<file path="config.mk">
export PLATFORM = sky130hd
export DESIGN_NAME = overwriting_ring_deque_unit
export DESIGN_NICKNAME = d
export VERILOG_FILES = /design/src/design/ord_pkg.sv /design/src/design/ord_ctrl.sv /design/src/design/ord_dp.sv /design/src/design/overwriting_ring_deque_unit.sv
export SDC_FILE = /design/constraint.sdc
export NUM_CORES = 2
export LEC_CHECK = 0
export ABC_CLOCK_PERIOD_IN_PS = 6950
export BUFFER_PORTS_ARGS = -buffer_cell sky130_fd_sc_hd__clkbuf_2
export CORE_ASPECT_RATIO = 0.7
export CORE_MARGIN = 2
export CORE_UTILIZATION = 29
export DETAILED_ROUTE_END_ITERATION = 12
export PLACE_DENSITY_LB_ADDON = 0.25
export SYNTH_ARGS = -nofsm -noshare
export SYNTH_HDL_FRONTEND = slang
export SYNTH_SLANG_ARGS = --single-unit
</file>
<file path="constraint.sdc">
create_clock -name clk -period 6.95 [get_ports clk]
set_input_delay 0.695 -clock clk [delete_from_list [all_inputs] [get_ports clk]]
set_output_delay 0.695 -clock clk [all_outputs]
set_load 0.1 [all_outputs]
</file>
<file path="src/design/ord_pkg.sv">
// Shared types, request and error codes and ring index arithmetic.
// No dependencies.
package ord_pkg;

  localparam int CNT_W   = 9;
  localparam int SUM_W   = CNT_W + 1;
  localparam int DATA_W  = 8;
  localparam int REQ_W   = 3;
  localparam int ERR_W   = 2;
  localparam int PADDR_W = 3;
  localparam int PDATA_W = 32;

  typedef enum logic [REQ_W-1:0] {
    REQ_PUSH_TAIL  = 3'd0,
    REQ_PUSH_HEAD  = 3'd1,
    REQ_POP_TAIL   = 3'd2,
    REQ_POP_HEAD   = 3'd3,
    REQ_READ_AT    = 3'd4,
    REQ_WRITE_AT   = 3'd5,
    REQ_CLEAR      = 3'd6,
    REQ_NONE       = 3'd7
  } req_t;

  localparam logic [ERR_W-1:0] ERR_OK        = 2'd0;
  localparam logic [ERR_W-1:0] ERR_EMPTY     = 2'd1;
  localparam logic [ERR_W-1:0] ERR_RANGE     = 2'd2;
  localparam logic [ERR_W-1:0] ERR_ZERO_CAP  = 2'd3;

  localparam logic [PADDR_W-1:0] ADDR_CAPACITY = 3'd0;

  typedef struct packed {
    logic load;
    logic exec;
    logic clear;
  } ord_cmd_t;

  // (a + b) mod cap, with a, b below cap or b equal to cap
  function automatic logic [SUM_W-1:0] ring_add(input logic [CNT_W-1:0] a,
                                                 input logic [CNT_W-1:0] b,
                                                 input logic [CNT_W-1:0] cap);
    logic [SUM_W-1:0] s;
    s = {1'b0, a} + {1'b0, b};
    if (s >= {1'b0, cap}) begin
      s = s - {1'b0, cap};
    end
    return s;
  endfunction

endpackage

</file>
<file path="src/design/ord_ctrl.sv">
// Request sequencer: accept, execute, respond.
// Depends on ord_pkg.
module ord_ctrl (
  input  logic              clk,
  input  logic              rst_n,
  input  logic              start,
  input  logic              cfg_wr,
  output logic              busy,
  output logic              resp_strobe,
  output ord_pkg::ord_cmd_t cmd
);
  import ord_pkg::*;

  typedef enum logic [2:0] {
    ST_IDLE = 3'b001,
    ST_EXEC = 3'b010,
    ST_RESP = 3'b100
  } state_t;

  state_t state_r, state_nxt;

  always_comb begin
    state_nxt = state_r;
    case (state_r)
      ST_IDLE: begin
        if (start) state_nxt = ST_EXEC;
      end
      ST_EXEC: state_nxt = ST_RESP;
      ST_RESP: state_nxt = ST_IDLE;
      default: state_nxt = ST_IDLE;
    endcase
  end

  always_ff @(posedge clk) begin
    if (!rst_n) begin
      state_r <= ST_IDLE;
    end else begin
      state_r <= state_nxt;
    end
  end

  assign busy        = (state_r != ST_IDLE);
  assign resp_strobe = (state_r == ST_RESP);
  assign cmd.load    = (state_r == ST_IDLE) && start;
  assign cmd.exec    = (state_r == ST_EXEC);
  assign cmd.clear   = cfg_wr;

endmodule

</file>
<file path="src/design/ord_dp.sv">
// Ring datapath: byte store, head and count registers, slot and error logic.
// Depends on ord_pkg.
module ord_dp #(
  parameter int DEPTH = 256
) (
  input  logic                          clk,
  input  logic                          rst_n,
  input  ord_pkg::ord_cmd_t             cmd,
  input  logic [ord_pkg::CNT_W-1:0]     cap,
  input  logic [ord_pkg::REQ_W-1:0]     req_type,
  input  logic [ord_pkg::DATA_W-1:0]    item_value,
  input  logic [ord_pkg::CNT_W-1:0]     position,
  output logic [ord_pkg::DATA_W-1:0]    read_value,
  output logic [ord_pkg::ERR_W-1:0]     error_code,
  output logic [ord_pkg::CNT_W-1:0]     fill_count,
  output logic                          is_full,
  output logic                          is_empty
);
  import ord_pkg::*;

  localparam int AW = (DEPTH > 1) ? $clog2(DEPTH) : 1;

  logic [DATA_W-1:0] mem [DEPTH];

  req_t              req_r;
  logic [DATA_W-1:0] item_r;
  logic [CNT_W-1:0]  pos_r;
  logic [CNT_W-1:0]  head_r, head_nxt;
  logic [CNT_W-1:0]  count_r, count_nxt;
  logic [ERR_W-1:0]  err_r, err_nxt;
  logic [DATA_W-1:0] rdata_r;
  logic              rd_ok_r;

  logic [SUM_W-1:0]  slot;
  logic [SUM_W-1:0]  head_inc_sum;
  logic              we, re;
  logic [CNT_W-1:0]  head_inc, head_dec, pos_m1;

  always_comb begin
    head_inc_sum = ring_add(head_r, CNT_W'(1), cap);
    head_inc = head_inc_sum[CNT_W-1:0];
    head_dec = (head_r == '0) ? cap - CNT_W'(1) : head_r - CNT_W'(1);
    pos_m1   = pos_r - CNT_W'(1);
    head_nxt  = head_r;
    count_nxt = count_r;
    err_nxt   = ERR_OK;
    slot      = '0;
    we        = 1'b0;
    re        = 1'b0;
    case (req_r)
      REQ_PUSH_TAIL: begin
        if (cap == '0) begin
          err_nxt = ERR_ZERO_CAP;
        end else begin
          slot = ring_add(head_r, count_r, cap);
          we   = 1'b1;
          if (count_r >= cap) head_nxt = head_inc;
          else count_nxt = count_r + CNT_W'(1);
        end
      end
      REQ_PUSH_HEAD: begin
        if (cap == '0) begin
          err_nxt = ERR_ZERO_CAP;
        end else begin
          head_nxt = head_dec;
          slot     = {1'b0, head_dec};
          we       = 1'b1;
          if (count_r < cap) count_nxt = count_r + CNT_W'(1);
        end
      end
      REQ_POP_TAIL, REQ_POP_HEAD: begin
        if (count_r == '0) begin
          err_nxt = ERR_EMPTY;
        end else begin
          if (req_r == REQ_POP_HEAD) head_nxt = head_inc;
          count_nxt = count_r - CNT_W'(1);
        end
      end
      REQ_READ_AT, REQ_WRITE_AT: begin
        if (pos_r == '0 || pos_r > count_r) begin
          err_nxt = ERR_RANGE;
        end else begin
          slot = ring_add(head_r, pos_m1, cap);
          we   = (req_r == REQ_WRITE_AT);
          re   = (req_r == REQ_READ_AT);
        end
      end
      REQ_CLEAR: begin
        head_nxt  = '0;
        count_nxt = '0;
      end
      default: ;
    endcase
  end

  always_ff @(posedge clk) begin
    if (cmd.load) begin
      req_r  <= req_t'(req_type);
      item_r <= item_value;
      pos_r  <= position;
    end
    if (cmd.exec) begin
      err_r <= err_nxt;
      if (we) mem[AW'(slot)] <= item_r;
      if (re) rdata_r <= mem[AW'(slot)];
    end
  end

  always_ff @(posedge clk) begin
    if (!rst_n) begin
      head_r  <= '0;
      count_r <= '0;
      rd_ok_r <= 1'b0;
    end else if (cmd.clear) begin
      head_r  <= '0;
      count_r <= '0;
    end else if (cmd.exec) begin
      head_r  <= head_nxt;
      count_r <= count_nxt;
      rd_ok_r <= re;
    end
  end

  assign read_value = rd_ok_r ? rdata_r : '0;
  assign error_code = err_r;
  assign fill_count = count_r;
  assign is_full    = (count_r == cap);
  assign is_empty   = (count_r == '0) && (cap != '0);

endmodule

</file>
<file path="src/design/overwriting_ring_deque_unit.sv">
// Overwriting byte ring deque: APB capacity register, sequencer and datapath.
// Result strobe in the respond state, after the execute state of a taken
// request (start && !busy). A new request is taken only in idle, after the
// accept/execute/respond sequence (single store port, registered read data).
// Reset: synchronous, clears head, count and sequencer; capacity resets to 256.
// Store contents are not reset. The receiver cannot stall results.
module overwriting_ring_deque_unit #(
  parameter int DEPTH = 256
) (
  input  logic                            clk,
  input  logic                            rst_n,
  input  logic                            start,
  output logic                            busy,
  input  logic [ord_pkg::REQ_W-1:0]       in_req_type,
  input  logic [ord_pkg::DATA_W-1:0]      in_item_value,
  input  logic [ord_pkg::CNT_W-1:0]       in_position,
  output logic                            out_strobe,
  output logic [ord_pkg::DATA_W-1:0]      out_read_value,
  output logic [ord_pkg::ERR_W-1:0]       out_error_code,
  output logic [ord_pkg::CNT_W-1:0]       out_fill_count,
  output logic                            out_is_full,
  output logic                            out_is_empty,
  input  logic                            psel,
  input  logic                            penable,
  input  logic                            pwrite,
  input  logic [ord_pkg::PADDR_W-1:0]     paddr,
  input  logic [ord_pkg::PDATA_W-1:0]     pwdata,
  output logic [ord_pkg::PDATA_W-1:0]     prdata,
  output logic                            pready
);
  import ord_pkg::*;

  localparam logic [CNT_W-1:0] CAP_LIMIT =
    (DEPTH > (1 << CNT_W) - 1) ? CNT_W'((1 << CNT_W) - 1) : CNT_W'(DEPTH);

  logic [CNT_W-1:0] cap_r;
  logic [CNT_W-1:0] cap_eff;
  logic             cfg_wr;
  ord_cmd_t         cmd;

  assign pready = 1'b1;
  assign cfg_wr = psel && penable && pwrite && pready && (paddr == ADDR_CAPACITY);
  assign prdata = (paddr == ADDR_CAPACITY) ? {{(PDATA_W-CNT_W){1'b0}}, cap_r} : '0;

  always_ff @(posedge clk) begin
    if (!rst_n) begin
      cap_r <= CNT_W'(256);
    end else if (cfg_wr) begin
      cap_r <= pwdata[CNT_W-1:0];
    end
  end

  assign cap_eff = (cap_r > CAP_LIMIT) ? CAP_LIMIT : cap_r;

  ord_ctrl u_ctrl (
    .clk         (clk),
    .rst_n       (rst_n),
    .start       (start),
    .cfg_wr      (cfg_wr),
    .busy        (busy),
    .resp_strobe (out_strobe),
    .cmd         (cmd)
  );

  ord_dp #(
    .DEPTH (DEPTH)
  ) u_dp (
    .clk        (clk),
    .rst_n      (rst_n),
    .cmd        (cmd),
    .cap        (cap_eff),
    .req_type   (in_req_type),
    .item_value (in_item_value),
    .position   (in_position),
    .read_value (out_read_value),
    .error_code (out_error_code),
    .fill_count (out_fill_count),
    .is_full    (out_is_full),
    .is_empty   (out_is_empty)
  );

  a_accept_to_strobe: assert property (@(posedge clk) disable iff (!rst_n)
    start && !busy |=> ##1 out_strobe)
    else $error("result strobe not two cycles after request");

  a_strobe_busy: assert property (@(posedge clk) disable iff (!rst_n)
    out_strobe |-> busy && !$past(out_strobe))
    else $error("strobe outside a request or repeated");

  a_fill_bound: assert property (@(posedge clk) disable iff (!rst_n)
    out_strobe |-> out_fill_count <= cap_eff)
    else $error("fill count above capacity");

  a_flags_excl: assert property (@(posedge clk) disable iff (!rst_n)
    out_strobe |-> !(out_is_full && out_is_empty))
    else $error("full and empty together");

endmodule
</file>
==> impl_metrics.yaml <==
run_status:
  status: "complete, no violations"
setup_path:
  cp.required_ns: 7.59
  cp-start-kind: "flip-flop"
  crit_path_max_fanout: 25
  worstSetupPathType: "flip-flop to flip-flop"
  cp-end-kind: "flip-flop"
  max_stage_delay_ns: 0.55
  cp_slowest_cell: "mux4_2"
  critPathMostFrequentCell: "buf_4"
  worstPathArrival_ns: 7.41
timing:
  fin_skew_ns: 0.0694
  finalSetupTns_ns: 0
  tightestPinTransition_ns: 1.29
  fin_crit_sh_pct: 97.5
  finalHoldViolations: 0
  fin_hold_ws_ns: 0.0875
  timing.fmax_mhz: 148
  finalMaxSlewViolations: 0
  max_slew_margin_pct: 14.3
  setup_viol: 0
  finalCriticalPeriod_ns: 6.77
  setup_ws_ns: 0.177
synth:
  synth_cell_types: 95
  yosys_most_used_dff: "edfxtp_1"
  synth.area.top_cells: "edfxtp_1, nand2_1, nand3_1"
  syn_inst: 6872
  syn_area_mm2: 0.0888
  synth_edf_count: 2078
  avgSynthCellArea_um2: 12.9
  synthMostInstantiatedCell: "edfxtp_1"
  synth-seq-cells: 2109
  yosysSeqAreaShare_pct: 70.9
  yosysWarnings: 0
  ys_top_cells_by_count: "edfxtp_1, nand2_1, nand3_1, nor2_1, a311oi_1"
  yosysTopAreaCell: "edfxtp_1"
  synth_top_area_share_pct: 70.2
  synthArstFlopShare_pct: 0
grt:
  grt_max_degree: 177
  overflow: 0
  grt_pass1_vias: 57400
  track_usage_pct: 19.2
  grt_antenna_before_repair: 24
  grt_first_pass_wirelength_um: 433000
floorplanning:
  fp.dieH_um: 467
  fp.dieW_um: 666
  design.portCount: 117
  num_rows: 169
  core_mm2: 0.304
  start_util_pct: 29.2
  fp.dieArea_mm2: 0.311
layout:
  post-route-util_pct: 35.1
  synthToLayoutAreaGrowth_pct: 20.1
  fin_nets: 7739
  layout-drive-gt1-share_pct: 17.5
  ff_latch_area_mm2: 0.0630
  nFillCells: 29400
  fin_cells: 11800
  multi_input_area_mm2: 0.0237
  design_area_mm2: 0.107
clock_network:
  path_clk_slew_ns: 0.06
  cts_sinks: 2109
  cts_tree: "yes"
  root_buffer: "clkbuf_16"
  clock_latency_ns: 0.89
  cts_buffer_depth: 4
  cts_made_buffers: 206
  htreeDepth: 4
place:
  dp_slack_ns: -0.196
  dpl_cell_area_mm2: 0.0997
  place_inst: 11400
  io_buffers: 69
  globalplace.congestion: 0.910
  dp_hpwl_um: 201000
route:
  drtIter0Drc: 8258
  dr_total_vias: 61100
  vias_per_cell: 5.19
  ant_nets: 0
  wl_per_cell_um: 26.2
  drt-total-wl_um: 308000
  dr.pass1.iters: 7
  drc: 0
job:
  timing.max_cap.violations: 0
pwr:
  p_total_mw: 28.2
  p_leak_nw: 38.1
  p_per_area_mw_per_mm2: 264
  vdd_drop_max_mv: 0.203
min_path:
  hold_class: "primary input to flip-flop"
[critical path: cells and delay by family (launching register included)]
kind                     cells  cell delay [ns]
AO/OA/AOI/OAI                9             1.94
buffers and inverters        8             1.42
adder cells (fa/ha/maj)      3             0.79
multiplexers                 2             0.79
AND/OR/NAND/NOR              4             0.73
XOR/XNOR                     2             0.43
flip-flops                   1             0.40
[per-layer routing]
metal  global-route usage (%)  part of all wire [%]  up-vias
met4                     4.37                   2.4       10
met5                        0                 0.058        -
li1                         -                     -    26900
met1                     29.8                    47    31000
met3                     4.58                    11      398
met2                     26.4                    40     2790
[what timing repair did]
action                     4_1_cts  5_1_grt
pin swaps                        1        7
hold buffers                    20        0
setup buffers                    1        5
hold endpoints to repair        20        0
gates resized for setup          8       51
setup endpoints to repair       38      186
cloned                           0        5
[sequential cells by signal, summed over array words and instances, names as in the netlist]
signal           cells
cap_r                9
u_ctrl.state_r       3
u_dp.error_code      2
u_dp.fill_count      9
u_dp.head_r          9
u_dp.item_r          8
u_dp.mem          2048
u_dp.pos_r           9
u_dp.rd_ok_r         1
u_dp.rdata_r         8
u_dp.req_r           3
[power by group]
part           total (mW)  leakage, nW  switching, mW  internal [mW]
combinational        3.19         16.1           2.18           1.00
clock                11.0         3.05           4.93           6.05
sequential           14.1         18.9         0.0224           14.0
total                28.2         38.1           7.14           21.1
[final timing paths]
| kind | startpoint | endpoint | slack, ns | depth (start not counted) |
|---|---|---|---|---|
| worst min register to register | cap_r[1] | cap_r[1] | 0.52 | 2 |
| worst min-delay path | pwdata[8] | cap_r[8] | 0.09 | 3 |
| worst max-delay path | u_dp.pos_r[0] | u_dp.rdata_r[0] | 0.18 | 28 |
| worst max register to register | u_dp.pos_r[0] | u_dp.rdata_r[0] | 0.18 | 28 |
[cell usage in the layout (no fill, tap or decap), types with 75 or more instances in the layout]
| master | instances |
|---|---|
| nand3_1 | 619 |
| nor2_1 | 321 |
| buf_4 | 778 |
| a311oi_1 | 221 |
| ha_1 | 75 |
| a21oi_1 | 84 |
| mux2i_1 | 194 |
| clkbuf_16 | 213 |
| and3_1 | 198 |
| nand2_1 | 1814 |
| edfxtp_1 | 2078 |
| buf_12 | 89 |
[cell families (layout without fill, tap and decap cells)]
| kind of cell | Yosys count | count (layout) | synth area share, % |
|---|---|---|---|
| adders and majority gates | 81 | 81 | 1.19 |
| muxes | 245 | 245 | 2.99 |
| AOI/OAI and AO/OA | 696 | 696 | 6.01 |
| xor gates and xnor gates | 47 | 47 | 0.463 |
| and+or+nand+nor | 3162 | 3162 | 15.4 |
| buffers and inverters | 530 | 1385 | 3.01 |
| other | 2 | 27 | 0.00845 |
| DFF | 2109 | 2109 | 70.9 |
[layout make-up]
class | instances | share of cell area (%)
antenna | 3 | 0.00703
multi-input combinational | 4255 | 22.2
inverter | 52 | 0.183
clock buffer | 268 | 5.10
sequential | 2109 | 59.0
timing repair buffer | 973 | 7.98
clock inverter | 92 | 0.808
tap | 4018 | 4.71
Power figures use the tool's default switching activity.
